### src/hw/rtl/boxf_pkg.sv
`default_nettype none
package boxf_pkg;

  localparam int unsigned PIX_W      = 8;
  localparam int unsigned REG_W      = 11;
  localparam int unsigned APB_ADDR_W = 3;
  localparam int unsigned APB_DATA_W = 32;
  localparam int unsigned COLSUM_W   = 10;
  localparam int unsigned SUM_W      = 12;
  localparam int unsigned PROD_W     = 24;
  localparam int unsigned DIV9_SHIFT = 15;
  localparam int unsigned CHAIN_LEN  = 2;

  localparam logic [PROD_W-1:0] DIV9_MUL    = PROD_W'(3641);
  localparam logic [REG_W-1:0]  SIDE_MIN    = REG_W'(3);
  localparam logic [REG_W-1:0]  HEIGHT_MAX  = REG_W'(1024);
  localparam logic [REG_W-1:0]  WIDTH_RESET = REG_W'(100);
  localparam logic [REG_W-1:0]  HEIGHT_RST  = REG_W'(100);

  localparam logic CMD_PIXEL = 1'b0;
  localparam logic CMD_FLUSH = 1'b1;

  localparam logic REG_WIDTH  = 1'b0;
  localparam logic REG_HEIGHT = 1'b1;

  typedef struct packed {
    logic [PIX_W-1:0] up2;
    logic [PIX_W-1:0] up1;
    logic [PIX_W-1:0] cur;
  } column_t;

  typedef struct packed {
    logic shift;
    logic top;
    logic bot;
  } cell_ctrl_t;

  function automatic logic [COLSUM_W-1:0] col_sum(column_t c, logic top, logic bot);
    logic [COLSUM_W-1:0] s;
    s = COLSUM_W'(c.up1);
    if (top) s = s + COLSUM_W'(c.up2);
    if (bot) s = s + COLSUM_W'(c.cur);
    return s;
  endfunction

endpackage
`default_nettype wire

### src/hw/rtl/boxf_cell.sv
`default_nettype none
module boxf_cell (
  input  wire logic                 clk_i,
  input  wire boxf_pkg::cell_ctrl_t ctrl_i,
  input  wire boxf_pkg::column_t    col_i,
  output boxf_pkg::column_t         col_o,
  output logic [boxf_pkg::COLSUM_W-1:0] sum_o
);
  import boxf_pkg::*;

  column_t col_q;

  always_ff @(posedge clk_i) begin
    if (ctrl_i.shift) begin
      col_q <= col_i;
    end
  end

  assign col_o = col_q;
  assign sum_o = col_sum(col_q, ctrl_i.top, ctrl_i.bot);

endmodule
`default_nettype wire

### config.mk
export PLATFORM = sky130hd
export DESIGN_NAME = boxf_cell
export DESIGN_NICKNAME = d
export VERILOG_FILES = /design/src/hw/rtl/boxf_pkg.sv /design/src/hw/rtl/boxf_cell.sv
export SDC_FILE = /design/constraint.sdc
export NUM_CORES = 1
export LEC_CHECK = 0
export BUFFER_PORTS_ARGS = -buffer_cell sky130_fd_sc_hd__buf_2
export CAP_MARGIN = 10
export CELL_PAD_IN_SITES_DETAIL_PLACEMENT = 1
export CELL_PAD_IN_SITES_GLOBAL_PLACEMENT = 2
export CORE_MARGIN = 8
export CORE_UTILIZATION = 30
export DETAILED_ROUTE_END_ITERATION = 8
export PLACE_DENSITY = 0.75
export SYNTH_ARGS = -nofsm -noshare
export SYNTH_HDL_FRONTEND = slang
export SYNTH_SLANG_ARGS = --single-unit
export TNS_END_PERCENT = 20
### constraint.sdc
create_clock -name clk_i -period 4.1 [get_ports clk_i]
set_clock_uncertainty 0.15 [all_clocks]
set_input_delay 0.41 -clock clk_i [delete_from_list [all_inputs] [get_ports clk_i]]
set_output_delay 0.41 -clock clk_i [all_outputs]
set_load 0.03 [all_outputs]
; Word-level counts from Yosys, hierarchy flattened
; Cells that the tools add are included.
; Widths: inputs -> output; s select.
[totals]
ff_bits = 24
out_inout_bits = 34
word_cells = 7
[classes]
n_addsub = 2
n_mux = 2
[op_table]
columns = operator, count
row1 = $add 10x8->10, 1
row2 = $mux 10, 1
row3 = $add 8x8->9, 1
row4 = $mux 9, 1

; Longest topological paths before layout
; Gate-level depths: netlist of the first run.
[depth]
ltp_word = 4
ltp_mapped = 12

; Worst setup path before layout of the first run
; No wires, ideal clock.
[synth_path]
path_kind = reg2out
start = reg col_q, in the netlist col_o[10]
end = out sum_o[9] (netlist bit)
t_arrival_ns = 3.283
path_slack_ns = 0.257
path_stages_with_launch = 12
path_buffers = 0
path_cell_list = edfxtp_1 > ha_1 > and3_4 > a2111oi_4 > xnor2_1 > nand2_1 > nand2_1 > ha_1 > nand3_1 > o21ai_0 > a211oi_1 > nor3_1
[synth_via]
elab_chain_len = 4
[synth_lines]
columns = item, line_no
row1 = "start, declared", boxf_cell.sv:11  ; column_t col_q;
row2 = "start signal, assigned", boxf_cell.sv:15  ; col_q <= col_i;
row3 = $add 8x8->9, boxf_pkg.sv:41  ; if (top) s = s + COLSUM_W'(c.up2);
row4 = $mux 9 *, boxf_pkg.sv:41
row5 = $add 10x8->10 *, boxf_pkg.sv:42  ; if (bot) s = s + COLSUM_W'(c.cur);
row6 = $mux 10 *, boxf_pkg.sv:42
row7 = "end, declared", boxf_cell.sv:7  ; output logic [boxf_pkg::COLSUM_W-1:0] sum_o
; Mark *: on every way between the ends. The rest lies on a longest branch, timed or not.

; Worst setup path after layout of the first run
[layout_path]
start = reg col_q, in the netlist col_o[8]
end = out sum_o[7] (netlist bit)
[layout_via]
elab_chain_len = 4
[layout_lines]
columns = item, line_no
row1 = $add 8x8->9, boxf_pkg.sv:41
row2 = $mux 9 *, boxf_pkg.sv:41
row3 = $add 10x8->10, boxf_pkg.sv:42
row4 = $mux 10 *, boxf_pkg.sv:42
; Marks and branches as above.

==> results.py, run 1 <==
metrics = {
    "status": {
        "status": "finished, final reports clean",
    },
    "setup_path": {
        "critPathTopFamily": "compound AO/OA/AOI/OAI gates",
        "critPathRequiredTime_ps": 3540,
        "cp_max_fo": 5,
        "path_cells": "ha_1 > fa_2 > a211oi_2 > o21ai_1 > o2bb2ai_2 > ha_1 > a21o_1 > a21oi_1 > o21ai_2 > mux2i_1 > or3_1 > buf_2",
        "crit_slowest_cell": "edfxtp_1",
        "setup.worst_path.end_class": "primary output",
        "cpMostUsedCell": "ha_1",
        "slowest_delay_ps": 420,
        "worstPathArrival_ps": 3400,
        "crit_path_start_kind": "register",
        "path_class": "register to primary output",
        "path_buf_inv": 1,
    },
    "routing": {
        "route.met3.wl_um": 151,
        "wl_met2_um": 2400,
        "highest_layer": "met4",
        "postRouteWirelength_um": 4630,
        "drcViolationCount": 0,
        "met1_length_um": 2040,
        "drt_iter0_drc": 56,
        "ant_nets": 0,
        "dr.pass1.iters": 4,
        "wl_per_cell_um": 16.4,
        "viasPerCell": 4.96,
        "num_vias": 1398,
    },
    "power": {
        "switching_share_pct": 40.5,
        "switchingPower_w": 0.000364,
        "clockPowerShare_pct": 15.9,
        "internal_power_w": 0.000535,
        "ir_drop_v": 0.000262,
        "static-leakage-power_nw": 0.913,
        "pwr-share-seq_pct": 34.1,
        "power_frac_comb_pct": 50.0,
        "p_per_area_mw_per_mm2": 421,
    },
    "yosys": {
        "postSynthAreaPerCell_um2": 11.5,
        "synth_area_leaders": "edfxtp_1 (44%), ha_1 (13%), mux2_2 (4.8%)",
        "synth_cells": 143,
        "synth_fp_nets": 190,
        "synth_area_mm2": 0.00164,
        "yosys_warnings": 0,
        "synth_top_cell_area_share_pct": 43.9,
        "postSynth.asyncResetShare_pct": 0,
        "synth_top_area_cell": "edfxtp_1",
        "ys_types": 38,
        "synth_ff_type": "edfxtp_1",
        "ys_seq_area_share_pct": 43.9,
        "synth_edf_count": 24,
        "ys_ff_latch": 24,
    },
    "timing": {
        "worstMarginPinSlew_ps": 542,
        "finalMaxSlewViolations": 0,
        "fin_crit_sh_pct": 96.6,
        "fin_tns_setup_ps": 0,
        "grt_setup_unrepaired": "false",
        "clock.fmax_mhz": 253,
        "hold_viol": 0,
        "setup_viol": 0,
        "fin_crit_ps": 3960,
        "relSlewSlack_pct": 63.9,
    },
    "placed_design": {
        "placed_cell_area_mm2": 0.00203,
        "place_hpwl_um": 3810,
        "port_buffers": 61,
        "globalplace.congestion": 0.789,
    },
    "cells_and_area": {
        "synthToLayoutAreaGrowth_pct": 30.2,
        "stdcell_area_mm2": 0.00214,
        "nFillCells": 636,
        "layout_common_cells": "buf_2 (61), edfxtp_1 (24), ha_1 (17)",
        "nNetsFinal": 258,
        "layout.cells.most_common": "buf_2",
        "antennaDiodeCount": 0,
        "drive_gt1_share_pct": 41.9,
        "largest_reg_flops": 24,
    },
    "global_routing": {
        "grt_max_degree": 25,
        "grt_pass1_wl_um": 7730,
        "grt_overflow": 0,
        "antenna_found_initial": 0,
        "grt_pass1_vias": 1529,
        "grtUsageTotal_pct": 11.4,
    },
    "worst_hold_path": {
        "hp-class": "primary input to register",
    },
    "floorplan": {
        "core_area_mm2": 0.00541,
        "row_count": 27,
        "dieWidth_um": 90,
        "ios": 62,
        "start_util_pct": 30.4,
        "die_height_um": 90,
        "dieArea_mm2": 0.00810,
    },
    "clock_network": {
        "cts.sinks": 24,
        "cts_tree": "done",
        "cts_made_buffers": 3,
        "cts.clk_slew.worst_paths_ps": 90,
        "cts-root-buf": "clkbuf_8",
        "cts_buffer_depth": 2,
        "htree_num_levels": 1,
    },
    "flow_run": {
        "max-cap-violations": 0,
    },
}
-- power by group through the flow --
stage / registers, W / logic (W) / clock network (W)
finish: 0.000306 / 0.000450 / 0.000143
global route: 0.000310 / 0.000490 / 0.000159
CTS: 0.000307 / 0.000440 / 0.000147
detailed placement: 0.000313 / 0.000433 / 0
global placement: 0.000312 / 0.000420 / 0
floorplan: 0.000349 / 0.000278 / 0
-- metrics by stage --
step	std cells	hold slack (ps)	util [%]	power, W	setup WS [ps]
floorplan	143	359	-	0.000627	257
global placement	273	436	37.5	0.000732	315
detailed placement	273	438	37.5	0.000746	185
CTS	277	160	38.6	0.000894	39.4
global route	282	149	39.6	0.000959	7.18
finish	282	165	39.6	0.000899	141
-- logic make-up after synthesis --
family	count (synthesis)	share of synthesized area, %
multiplexers	8	5.41
XOR/XNOR	9	4.80
AO/OA/AOI/OAI	46	19.9
flip-flops	24	43.9
adder cells (fa/ha/maj)	19	15.4
AND/OR/NAND/NOR	31	9.29
buffers and inverters	6	1.37
-- repair_timing --
item | 4_1_cts | 5_1_grt
hold buffers | 0 | 0
setup endpoints to repair | 1 | 3
buffers inserted | 0 | 5
pin swaps | 0 | 2
gates resized for setup | 4 | 4
-- final timing paths --
path,start,end,slack [ps],depth (start not counted)
hold / removal,col_i[10],col_o[10]$_DFFE_PP_,160,1
setup / recovery,col_o[8]$_DFFE_PP_,sum_o[7],140,12
-- Yosys cell counts, drive strengths merged (2+ instances only) --
library cell and number:
ha 17, or2 2, xnor2 8, nor2 10, edfxtp 24, or3 2, nand3 2, a21o 5
nor3 4, and3 2, inv 3, o21ai 10, mux2 7, a211oi 5, o22ai 2, o21a 3
clkbuf 2, fa 2, o2bb2ai 2, a21oi 10, nand2 6
-- layer usage --
layer	up-vias	track usage, %
met1	679	13.4
met2	27	20.9
li1	688	-
met3	4	2.00
met4	0	2.50
met5	-	0
-- cell type report --
cell class,instances,area (um^2),share of cell area [%]
Clock buffer,3,41.3,1.93
Inverter,3,11.3,0.527
Multi-Input combinational cell,113,928,43.4
Clock inverter,1,3.75,0.176
Tap cell,72,90.1,4.21
Timing Repair Buffer,66,343,16.0
Sequential cell,24,721,33.7
Power figures use the tool's default switching activity.
==> run 2: changes to the inputs <==
Settings changed: PLACE_DENSITY 0.75 to 0.78.
==> run 2 against run 1 <==
Global-route usage is 0.63 points lower. Sequential power hardly changed. Core utilization up 0.86 points. Count of clock-buffer cells in the layout unchanged. Largest cell class unchanged.
==> results.py, run 2 (synthesized netlist as in run 1, its figures left out) <==
metrics = {
    "clock_network": {
        "cts_made_buffers": 3,
        "cts.sinks": 24,
        "cts_buffer_depth": 2,
        "hold_buffers": 0,
        "cts_tree": "done",
        "cts-root-buf": "clkbuf_8",
        "htree_num_levels": 1,
        "cts.clk_slew.worst_paths_ps": 90,
    },
    "setup_path": {
        "critPathRequiredTime_ps": 3540,
        "crit_path_start_kind": "register",
        "path_class": "register to primary output",
        "cp_max_fo": 5,
        "worstPathArrival_ps": 3350,
        "setup.worst_path.end_class": "primary output",
    },
    "placed_design": {
        "port_buffers": 61,
        "placedCellCount": 273,
        "place_hpwl_um": 3620,
        "placed_cell_area_mm2": 0.00203,
        "dp_slack_ps": 235,
        "globalplace.congestion": 0.755,
    },
    "worst_hold_path": {
        "hp-class": "primary input to register",
    },
    "global_routing": {
        "grt_pass1_vias": 1531,
        "antenna_found_initial": 0,
        "grtUsageTotal_pct": 10.8,
        "grt_overflow": 0,
        "grt_max_degree": 25,
        "grt_pass1_wl_um": 7280,
    },
    "power": {
        "total_power_w": 0.000968,
        "p_per_area_mw_per_mm2": 443,
        "ir_drop_v": 0.000259,
        "static-leakage-power_nw": 0.919,
    },
    "floorplan": {
        "core_area_mm2": 0.00541,
        "row_count": 27,
        "dieArea_mm2": 0.00810,
        "dieWidth_um": 90,
        "die_height_um": 90,
        "ios": 62,
        "start_util_pct": 30.4,
    },
    "routing": {
        "drt_iter0_drc": 45,
        "postRouteWirelength_um": 4530,
        "ant_nets": 0,
        "num_vias": 1369,
        "viasPerCell": 4.87,
        "dr.pass1.iters": 4,
        "drcViolationCount": 0,
        "wl_per_cell_um": 16.1,
    },
    "timing": {
        "relSlewSlack_pct": 63.8,
        "fin_crit_sh_pct": 95.3,
        "hold_viol": 0,
        "layout_setup_ws_ps": 194,
        "fin_crit_ps": 3910,
        "setup_viol": 0,
        "worstMarginPinSlew_ps": 544,
        "clock.fmax_mhz": 256,
        "finalMaxSlewViolations": 0,
    },
    "flow_run": {
        "max-cap-violations": 0,
    },
    "cells_and_area": {
        "nNetsFinal": 257,
        "layout_common_cells": "buf_2 (61), edfxtp_1 (24), ha_1 (14)",
        "layout.cells.most_common": "buf_2",
        "synthToLayoutAreaGrowth_pct": 33.0,
        "fin_util_pct": 40.4,
        "stdcell_area_mm2": 0.00218,
        "largest_reg_flops": 24,
        "antennaDiodeCount": 0,
        "drive_gt1_share_pct": 43.5,
        "stdcell_count": 281,
        "nFillCells": 627,
    },
    "status": {
        "status": "finished, final reports clean",
    },
}
==> run 2: changes by cell type in the layout (fill, tap and decap cells not counted), sizes merged <==
| cell | previous run | this run |
|---|---|---|
| buf | 66 | 65 |
| clkinv | 1 | 0 |
| bufinv | 0 | 1 |
==> run 2: routing by layer <==
layer / track usage, % / wire [um] / vias to the layer above
met5: 0 / 0 / -
met2: 20.0 / 2400 / 26
met1: 12.0 / 1910 / 653
li1: - / - / 688
met4: 2.50 / 35 / 0
met3: 2.58 / 189 / 2
==> run 2: worst max-delay path, stage by stage, from the launching register on <==
cell and delay, ps:
edfxtp_1 410, ha_1 250, fa_2 380, a211oi_2 230, o21ai_0 160, o2bb2ai_2 280
ha_4 260, a21o_1 170, a21oi_1 170, o21ai_2 100, mux2i_1 130, or3_1 340
buf_2 180
==> run 2: what timing repair did <==
item / CTS / global route
buffers inserted: 0 / 4
cloned: 0 / 0
gates resized for setup: 3 / 7
pin swaps: 0 / 3
endpoints found under the setup margin: 1 / 3
==> run 2: cell type report <==
type | instances | area [um^2] | share of cell area [%]
clock buffers | 3 | 41.3 | 1.89
well taps | 72 | 90.1 | 4.12
multi-input cells | 113 | 956 | 43.8
flip-flops and latches | 24 | 721 | 33.0
clock inverters | 1 | 30.0 | 1.37
inverters | 3 | 11.3 | 0.515
repair buffers | 65 | 335 | 15.3
==> run 2: stage by stage <==
stage	TNS [ps]	hold WS (ps)
after floorplan	0	359
after global placement	0	437
after detailed placement	0	438
after CTS	0	156
after global routing	-11.7	147
final	0	161
==> run 2: power breakdown <==
group | internal (W) | switching, W
clock | 0.000130 | 0.0000785
combinational | 0.000181 | 0.000272
sequential | 0.000292 | 0.0000139
==> run 2: final timing paths <==
check,from,to,depth (start not counted)
max,col_o[8]$_DFFE_PP_,sum_o[7],12
min,col_i[11],col_o[11]$_DFFE_PP_,1
